### src/rtl/ota_ladder_lowpass_filter_assert.svh
// Assertion macros shared by the filter RTL.
`ifndef OTA_LADDER_LOWPASS_FILTER_ASSERT_SVH
`define OTA_LADDER_LOWPASS_FILTER_ASSERT_SVH

// Check a condition in the same cycle as its trigger.
`define OLPF_ASSERT_NOW(lbl, ck, rn, ante, cons) \
  lbl: assert property (@(posedge ck) disable iff (!rn) (ante) |-> (cons)) \
    else $error("olpf assertion failed");

// Check a condition in the cycle after its trigger.
`define OLPF_ASSERT_NEXT(lbl, ck, rn, ante, cons) \
  lbl: assert property (@(posedge ck) disable iff (!rn) (ante) |=> (cons)) \
    else $error("olpf assertion failed");

`endif

### src/rtl/olpf_pkg.sv
`timescale 1ns / 1ps

package olpf_pkg;

  localparam int SAMPLE_BITS    = 24;
  localparam int NUM_STAGES_DEF = 4;
  localparam int CFG_IDX_W      = 3;
  localparam int CFG_DATA_W     = 23;

  // shared multiplier operand and product widths
  localparam int MA_W = 28;
  localparam int MB_W = 24;
  localparam int P_W  = MA_W + MB_W;

  localparam logic [15:0] K_POINT4  = 16'd26214;
  localparam logic [15:0] K_INV_VT  = 16'd36409;
  localparam logic [16:0] K_VT      = 17'd117965;
  localparam logic [15:0] TANH_MAX  = 16'd65492;
  localparam logic [31:0] K_LIMIT   = 32'd6553600;

  typedef enum logic [CFG_IDX_W-1:0] {
    REG_CUTOFF    = 3'd0,
    REG_RESONANCE = 3'd1,
    REG_ATTEN     = 3'd2,
    REG_OUT_GAIN  = 3'd3,
    REG_SLEW      = 3'd4,
    REG_CLIP      = 3'd5
  } cfg_reg_t;

  typedef enum logic [4:0] {
    S_IDLE, S_ATT, S_K04, S_COMP, S_AC, S_PRV, S_FBT,
    S_TH0, S_TH1,
    S_FB1, S_FB2, S_FB3, S_FB4, S_FB5, S_FB6,
    S_ST0, S_ST1, S_ST2, S_ST3, S_ST4, S_ST5, S_ST6, S_ST7, S_ST8,
    S_OUT0, S_OUT1, S_DONE
  } olpf_state_t;

  // one tanh segment: sign, saturation, base value and slope inputs
  typedef struct packed {
    logic        neg;
    logic        sat;
    logic [15:0] lo;
    logic [12:0] d;
    logic [12:0] frac;
  } tanh_seg_t;

  // tanh over 0..4 in steps of 1/8, Q0.16
  function automatic logic [15:0] tanh_tab(input logic [5:0] i);
    logic [15:0] r;
    case (i)
      6'd0:  r = 16'd0;     6'd1:  r = 16'd8150;  6'd2:  r = 16'd16051;
      6'd3:  r = 16'd23485; 6'd4:  r = 16'd30285; 6'd5:  r = 16'd36346;
      6'd6:  r = 16'd41625; 6'd7:  r = 16'd46142; 6'd8:  r = 16'd49912;
      6'd9:  r = 16'd53038; 6'd10: r = 16'd55593; 6'd11: r = 16'd57660;
      6'd12: r = 16'd59320; 6'd13: r = 16'd60643; 6'd14: r = 16'd61694;
      6'd15: r = 16'd62524; 6'd16: r = 16'd63179; 6'd17: r = 16'd63693;
      6'd18: r = 16'd64096; 6'd19: r = 16'd64412; 6'd20: r = 16'd64659;
      6'd21: r = 16'd64852; 6'd22: r = 16'd65003; 6'd23: r = 16'd65120;
      6'd24: r = 16'd65212; 6'd25: r = 16'd65283; 6'd26: r = 16'd65339;
      6'd27: r = 16'd65383; 6'd28: r = 16'd65417; 6'd29: r = 16'd65443;
      6'd30: r = 16'd65464; 6'd31: r = 16'd65480;
      default: r = TANH_MAX;
    endcase
    return r;
  endfunction

endpackage

### src/rtl/olpf_tanh_seg.sv
`timescale 1ns / 1ps

module olpf_tanh_seg
  import olpf_pkg::*;
(
  input  logic signed [SAMPLE_BITS-1:0] t,
  output tanh_seg_t                     seg
);

  logic [SAMPLE_BITS-1:0] a;
  logic [4:0]             idx;
  logic [15:0]            hi;

  // magnitude; the most negative value maps to 2^23 as unsigned
  assign a   = t[SAMPLE_BITS-1] ? (~t + 1'b1) : t;
  assign idx = a[17:13];
  assign hi  = tanh_tab({1'b0, idx} + 6'd1);

  always_comb begin
    seg.neg  = t[SAMPLE_BITS-1];
    seg.sat  = |a[SAMPLE_BITS-1:18];
    seg.lo   = tanh_tab({1'b0, idx});
    seg.d    = 13'(hi - seg.lo);
    seg.frac = a[12:0];
  end

endmodule

### config.mk
export PLATFORM = sky130hd
export DESIGN_NAME = olpf_tanh_seg
export DESIGN_NICKNAME = d
export VERILOG_FILES = /design/src/rtl/ota_ladder_lowpass_filter_assert.svh /design/src/rtl/olpf_pkg.sv /design/src/rtl/olpf_tanh_seg.sv
export SDC_FILE = /design/constraint.sdc
export NUM_CORES = 1
export LEC_CHECK = 0
export BUFFER_PORTS_ARGS = -buffer_cell sky130_fd_sc_hd__buf_2
export CAP_MARGIN = 5
export CORE_MARGIN = 2
export CORE_UTILIZATION = 50
export DETAILED_ROUTE_END_ITERATION = 8
export PLACE_DENSITY_LB_ADDON = 0.2
export SLEW_MARGIN = 30
export SYNTH_ARGS = -nofsm -noshare
export SYNTH_HDL_FRONTEND = slang
export SYNTH_SLANG_ARGS = --single-unit
### constraint.sdc
create_clock -name vclk -period 8.6
set_clock_uncertainty 0.1 [all_clocks]
set_input_delay 0.86 -clock vclk [all_inputs]
set_output_delay 0.86 -clock vclk [all_outputs]
set_load 0.005 [all_outputs]
==> results of run 1 <==
## kinds of logic after synthesis
group,after synthesis,share of synthesized area
xor+xnor,35,0.1339
fa+ha+maj,22,0.1022
compound gates,158,0.3799
mux,3,0.01538
buf+inv,61,0.09589
simple gates,164,0.2727
## synth_stat cells (3+ instances only)
master,instances,area share
inv_1,24,0.033
nand3_1,15,0.027
a221oi_1,3,0.0095
nand2_1,58,0.079
o21bai_1,3,0.0081
nor2_1,47,0.064
a21oi_1,36,0.065
nor3_1,13,0.024
buf_4,5,0.014
o41ai_1,5,0.016
a31oi_1,5,0.011
o21ai_0,47,0.085
buf_2,8,0.014
nor2b_1,3,0.0068
o31ai_1,4,0.011
ha_1,21,0.095
o211ai_1,11,0.030
a22oi_1,3,0.0081
xor2_1,3,0.0095
nand2b_1,4,0.0090
a21o_1,3,0.0081
a21boi_0,3,0.0081
xnor2_1,28,0.089
clkbuf_1,20,0.027
o22ai_1,4,0.0090
or3_1,3,0.0068
a211oi_1,6,0.016
nor4_1,4,0.0090
and3_1,3,0.0068
## report_power, final
part | switching [mW] | internal, mW | leakage [nW]
logic | 0.303 | 0.232 | 1.32
registers | 0 | 0 | 0
clock network | 0 | 0 | 0
## worst max-delay path, cell delays in order
cell and delay [ns]:
buf_2 0.11, inv_1 0.06, ha_1 0.16, or4b_1 0.53, o41ai_1 0.34, xnor2_1 0.16
buf_4 0.28, ha_1 0.28, inv_1 0.13, ha_1 0.84, buf_4 0.34, nor3_1 0.08
a31oi_1 0.15, o21ai_0 0.09, a211oi_1 0.39, ha_1 0.32, o21ai_0 0.12, a21boi_0 0.20
o41ai_1 0.37, o21ai_0 0.20, o21ai_0 0.18, nand2b_1 0.07, a21oi_1 0.18, xnor2_1 0.13
buf_2 0.13
## per-layer routing
layer  track usage  wire (microns)  vias to the layer above
met5             0               0                        -
met4       0.03684             148                        0
met3      0.005747             920                       20
met2        0.4647            3893                      216
met1        0.4194            3759                     1543
li1              -               -                     1693
## layout by cell type (no fill, tap or decap), types with 4 or more instances in the layout
master / netlist / final
a211oi_1: 6 / 6
ha_1: 21 / 21
o22ai_1: 4 / 4
o211ai_1: 11 / 11
buf_2: 8 / 68
o31ai_1: 4 / 4
nand3_1: 15 / 15
nor3_1: 13 / 13
nand2b_1: 4 / 4
buf_4: 5 / 9
inv_1: 24 / 24
nand2_1: 58 / 58
o21ai_0: 47 / 47
nor2_1: 47 / 47
nor4_1: 4 / 4
a31oi_1: 5 / 5
a21oi_1: 36 / 36
o41ai_1: 5 / 5
xnor2_1: 28 / 26
## final timing paths
check	start	endpoint	slack, ns	depth (start not counted)
max	t[1]	seg[25]	0.89	25
min	t[0]	seg[0]	1.85	2
## stage by stage
| step | cell area [sq um] | hold WS (ns) | worst slack, ns |
|---|---|---|---|
| 2_1_floorplan | 2766 | 1.680 | 1.426 |
| 3_3_place_gp | 3108 | 1.830 | 1.190 |
| 4_1_cts | 3108 | 1.854 | 0.9898 |
| 6_report | 3108 | 1.846 | 0.8885 |
| 3_5_place_dp | 3108 | 1.850 | 1.022 |
| 5_1_grt | 3108 | 1.868 | 0.3957 |
## layout make-up
cell class,instances,area share
Timing Repair Buffer,77,0.1312
Inverter,25,0.03019
Tap cell,72,0.02899
Multi-Input combinational cell,382,0.8096
==> tab_implementation.tex, run 1 <==
\begin{tabular}{lr}
\hline
Metric & Value \\
\hline
\multicolumn{2}{l}{\textbf{Logic synthesis}} \\
YS warnings & 0 \\
Seq/Total Area, Yosys & 0 \\
Syn Nets & between 400 and 500 \\
Syn avg cell area & approximately 6.2 sq um \\
Number of distinct standard cells referenced by the synthesized netlist & 72 \\
Post-Syn Instances & around 440 \\
Mapped Area & between 0.002 and 0.003 sq mm \\
\multicolumn{2}{l}{\textbf{Floorplan}} \\
Row cnt & 27 \\
Area inside the core boundary & between 0.005 and 0.006 sq mm \\
Initial Util & 0.5086 \\
Die Span X & just under 80 microns \\
Die Footprint & 0.006143 sq mm \\
IO Pins & 68 \\
Floorplan die height & a little under 80 microns \\
\multicolumn{2}{l}{\textbf{Worst hold path}} \\
Worst hold path type & primary input to output port \\
\multicolumn{2}{l}{\textbf{Setup path}} \\
Sort of element at the end of the critical path & output port \\
Category of the critical setup timing path & primary input to output port \\
Worst endpoint required time & 7.64 ns \\
Critical path arrival & slightly below 7 ns \\
Maximum fanout encountered on the critical timing path & 28 \\
Launching element type of the critical path & primary input \\
\multicolumn{2}{l}{\textbf{Final layout}} \\
FFs \& Latches & 0 \\
Share of final-layout standard cells stronger than drive strength 1 & 0.1942 \\
Clock buf count & 0 \\
Final Non-Filler Cells & approximately 560 \\
Relative area change from synthesis to final layout & 12.35\% \\
Area occupied by multi-input gates & roughly 0.0025 sq mm \\
Final core utilization & 0.5714 \\
Post-layout net count & about 530 \\
Number of inserted diodes & 0 \\
Area of all sequential standard cells & 0 sq um \\
Final-layout fill cell count & around 560 \\
\multicolumn{2}{l}{\textbf{Global routing}} \\
Leftover overflow at the end of global routing & 0 \\
Global-route usage over all layers & 0.2817 \\
Wire length of the first global-routing pass & between 10,000 and 15,000 microns \\
Maximum number of pins on one net before global-route repair & 32 \\
Vias in the first global route & between 2,000 and 3,000 \\
Initial antenna violation count & 0 \\
\multicolumn{2}{l}{\textbf{Place}} \\
HPWL after detailed placement & approximately 6500 microns \\
\# port buffers & between 60 and 70 \\
Cell Count Post-Placement & roughly 560 \\
Placer congestion estimate & $\sim$0.9 \\
\multicolumn{2}{l}{\textbf{Timing}} \\
Summed negative setup slack over all endpoints & 0 ns \\
Unrepaired setup endpoints after global routing & no \\
Period Utilization, post-route & 0.8967 \\
Fmax & approximately 130 MHz \\
Shortest period the worst path allows & about 7.7 ns \\
Endpoints failing hold & 0 \\
Setup violations, final & 0 \\
Max-slew violations & 0 \\
Worst-margin pin slew & 0.8020 ns \\
Remaining max-slew budget at the tightest pin & 0.4654 \\
\multicolumn{2}{l}{\textbf{Detailed routing}} \\
Post-DR wirelength/cell & about 16 microns \\
Post-detailed-routing wire length & about 8700 microns \\
Drt first-iter violations & $\sim$500 \\
Antenna-violating nets left & 0 \\
Total vias in the final route & between 3,000 and 4,000 \\
Residual DRC count & 0 \\
1st-pass router iterations & 6 \\
DR vias/cell & $\sim$6.2 \\
\multicolumn{2}{l}{\textbf{Power and ir drop}} \\
Total chip power & 0.5354 mW \\
Power per cell area & 172.3 mW/mm\^{}2 \\
LEAKAGE & 1.320 nW \\
Worst voltage drop across the vdd grid & about 120 uV \\
\multicolumn{2}{l}{\textbf{Job}} \\
\# Max-Cap Violations & 0 \\
\multicolumn{2}{l}{\textbf{Clock network}} \\
Hold buffer count at cts & 0 \\
Postcts setup bufs & 0 \\
CTS resizes & 0 \\
\multicolumn{2}{l}{\textbf{Run status}} \\
Result of the run & finished, final reports clean \\
\hline
\end{tabular}
(Power assumes the default switching activity.)
==> run 2, diff against run 1 <==
ABC_AREA = 1   (was unset)
==> tab_implementation.tex, run 2 <==
\begin{tabular}{lr}
\hline
Metric & Value \\
\hline
\multicolumn{2}{l}{\textbf{Global routing}} \\
Wire length of the first global-routing pass & about 14,000 microns \\
Maximum number of pins on one net before global-route repair & 27 \\
Global-route usage over all layers & 0.2829 \\
Initial antenna violation count & 0 \\
Vias in the first global route & roughly 3,200 \\
Leftover overflow at the end of global routing & 0 \\
\multicolumn{2}{l}{\textbf{Place}} \\
Placer congestion estimate & 0.9493 \\
Cell Count Post-Placement & approximately 620 \\
\# port buffers & a little under 70 \\
HPWL after detailed placement & 7021 microns \\
Cell area reported after detailed placement & just under 0.003 sq mm \\
\multicolumn{2}{l}{\textbf{Setup path}} \\
Slowest cell delay on critical path & 0.42 ns \\
Critical path arrival & approximately 5.7 ns \\
Category of the critical setup timing path & primary input to output port \\
Critical Path Most Common Cell & inv\_1 \\
Slowest stage cell on the critical path & ha\_1 \\
End of the critical path & seg[25] \\
Sort of element at the end of the critical path & output port \\
Launching element type of the critical path & primary input \\
Worst endpoint required time & $\sim$7.6 ns \\
Maximum fanout encountered on the critical timing path & 15 \\
Beginning of the critical path & t[2] \\
\multicolumn{2}{l}{\textbf{Job}} \\
\# Max-Cap Violations & 0 \\
\multicolumn{2}{l}{\textbf{Logic synthesis}} \\
Area contributors post-synth & nand2\_1 18\%, ha\_1 9.8\%, inv\_1 8.4\%, nand3\_1 8.2\%, o21ai\_0 7.7\% \\
Seq/Total Area, Yosys & 0 \\
Syn Nets & 543 \\
Leading post-synthesis cells by instance count & 130 x nand2\_1, 60 x inv\_1, 49 x nor2\_1 \\
YS warnings & 0 \\
Most frequent cell after synthesis & nand2\_1 \\
Mapped Area & $\sim$0.0027 sq mm \\
Yosys top cell by area & nand2\_1 \\
Number of distinct standard cells referenced by the synthesized netlist & 41 \\
Top cell type's share of synthesized area & 0.1821 \\
Syn avg cell area & $\sim$5.4 sq um \\
Post-Syn Instances & just under 500 \\
\multicolumn{2}{l}{\textbf{Power and ir drop}} \\
LEAKAGE & about 1.6 nW \\
Internal power & 0.1471 mW \\
Register share of total power & 0 \\
Power per cell area & about 120 mW/mm\^{}2 \\
Worst voltage drop across the vdd grid & 81.38 uV \\
Total chip power & about 0.37 mW \\
Proportion of power drawn by the clock network & 0 \\
Share of power burned in combinational logic & 1.000 \\
Net Switching & 0.2246 mW \\
Switching power as a share of total power & 0.6043 \\
\multicolumn{2}{l}{\textbf{Final layout}} \\
Area occupied by multi-input gates & 0.002315 sq mm \\
Post-layout net count & 596 \\
FFs \& Latches & 0 \\
Final-layout fill cell count & 553 \\
Relative area change from synthesis to final layout & 11.30\% \\
Commonest cells after routing, fill and taps aside & 130 x nand2\_1, 68 x buf\_2, 60 x inv\_1 \\
Non-Filler Cell Area, Final & roughly 0.0030 sq mm \\
Area of all sequential standard cells & 0 sq um \\
Final Non-Filler Cells & approximately 600 \\
Number of inserted diodes & 0 \\
Share of final-layout standard cells stronger than drive strength 1 & 0.2026 \\
Clock buf count & 0 \\
Commonest non-fill, non-tap cell in the layout & nand2\_1 \\
\multicolumn{2}{l}{\textbf{Floorplan}} \\
Die Footprint & between 0.005 and 0.006 sq mm \\
Initial Util & 0.5214 \\
Row cnt & 26 \\
Area inside the core boundary & between 0.005 and 0.006 sq mm \\
Die Span X & 77.21 microns \\
Floorplan die height & between 70 and 80 microns \\
IO Pins & 68 \\
\multicolumn{2}{l}{\textbf{Timing}} \\
Summed negative setup slack over all endpoints & 0 ns \\
Setup violations, final & 0 \\
Remaining max-slew budget at the tightest pin & 0.6138 \\
Worst hold slack across all endpoints & about 1.8 ns \\
Unrepaired setup endpoints after global routing & no \\
Max-slew violations & 0 \\
Fmax & around 150 MHz \\
Endpoints failing hold & 0 \\
Worst-margin pin slew & approximately 0.57 ns \\
Period Utilization, post-route & 0.7756 \\
Shortest period the worst path allows & 6.670 ns \\
\multicolumn{2}{l}{\textbf{Clock network}} \\
Postcts setup bufs & 0 \\
Hold buffer count at cts & 0 \\
CTS resizes & 0 \\
\multicolumn{2}{l}{\textbf{Detailed routing}} \\
1st-pass router iterations & 5 \\
Residual DRC count & 0 \\
Drt first-iter violations & 251 \\
Post-DR wirelength/cell & approximately 14 microns \\
DR vias/cell & about 5.6 \\
Total vias in the final route & 3,485 \\
Post-detailed-routing wire length & around 8500 microns \\
Antenna-violating nets left & 0 \\
\multicolumn{2}{l}{\textbf{Worst hold path}} \\
Worst hold path type & primary input to output port \\
Start point of the worst min-delay path & t[0] \\
\multicolumn{2}{l}{\textbf{Run status}} \\
Result of the run & finished, final reports clean \\
\hline
\end{tabular}
## run 2: layer usage
layer  share of wire  GRT usage  vias up
met4           0.026     0.1000        0
met2            0.48     0.5087      174
met5               0          0        -
met1            0.41     0.3524     1566
met3           0.079    0.01882       18
li1                -          -     1727
## run 2: metrics by stage
stage	utilization	worst slack [ns]
after floorplan	-	2.942
after global placement	0.5803	2.227
after detailed placement	0.5803	2.051
after CTS	0.5803	2.027
after global routing	0.5803	1.338
final	0.5803	1.930
## run 2: worst min path at each step
stage          cells past startpoint       to
3_5_place_dp                       2   seg[0]
4_1_cts                            2   seg[0]
2_1_floorplan                      1  seg[11]
3_3_place_gp                       2   seg[0]
5_1_grt                            2   seg[0]
6_report                           2   seg[0]
## run 2: area by class of cell
type / instances / area share
repair buffers: 68 / 0.1141
multi-input cells: 416 / 0.7760
inverters: 64 / 0.08054
well taps: 70 / 0.02936
## run 2: power by group through the flow
stage	logic, mW	registers (mW)	clock network, mW
after floorplan	0.252	0	0
after global placement	0.364	0	0
after detailed placement	0.366	0	0
after CTS	0.368	0	0
after global routing	0.418	0	0
final	0.372	0	0
## run 2: logic make-up (layout without fill, tap and decap cells)
kind of cell    Yosys count  after routing  share of synthesized area
compound gates          102            102                     0.2162
fa+ha+maj                22             22                     0.1055
simple gates            269            269                     0.4669
xor+xnor                 23             23                    0.07516
buf+inv                  81            132                     0.1363
## run 2: worst max-delay path: cells and delay by family
family / cells / cell delay, ns
buf+inv: 8 / 0.87
compound gates: 7 / 1.14
fa+ha+maj: 4 / 1.38
simple gates: 10 / 1.45
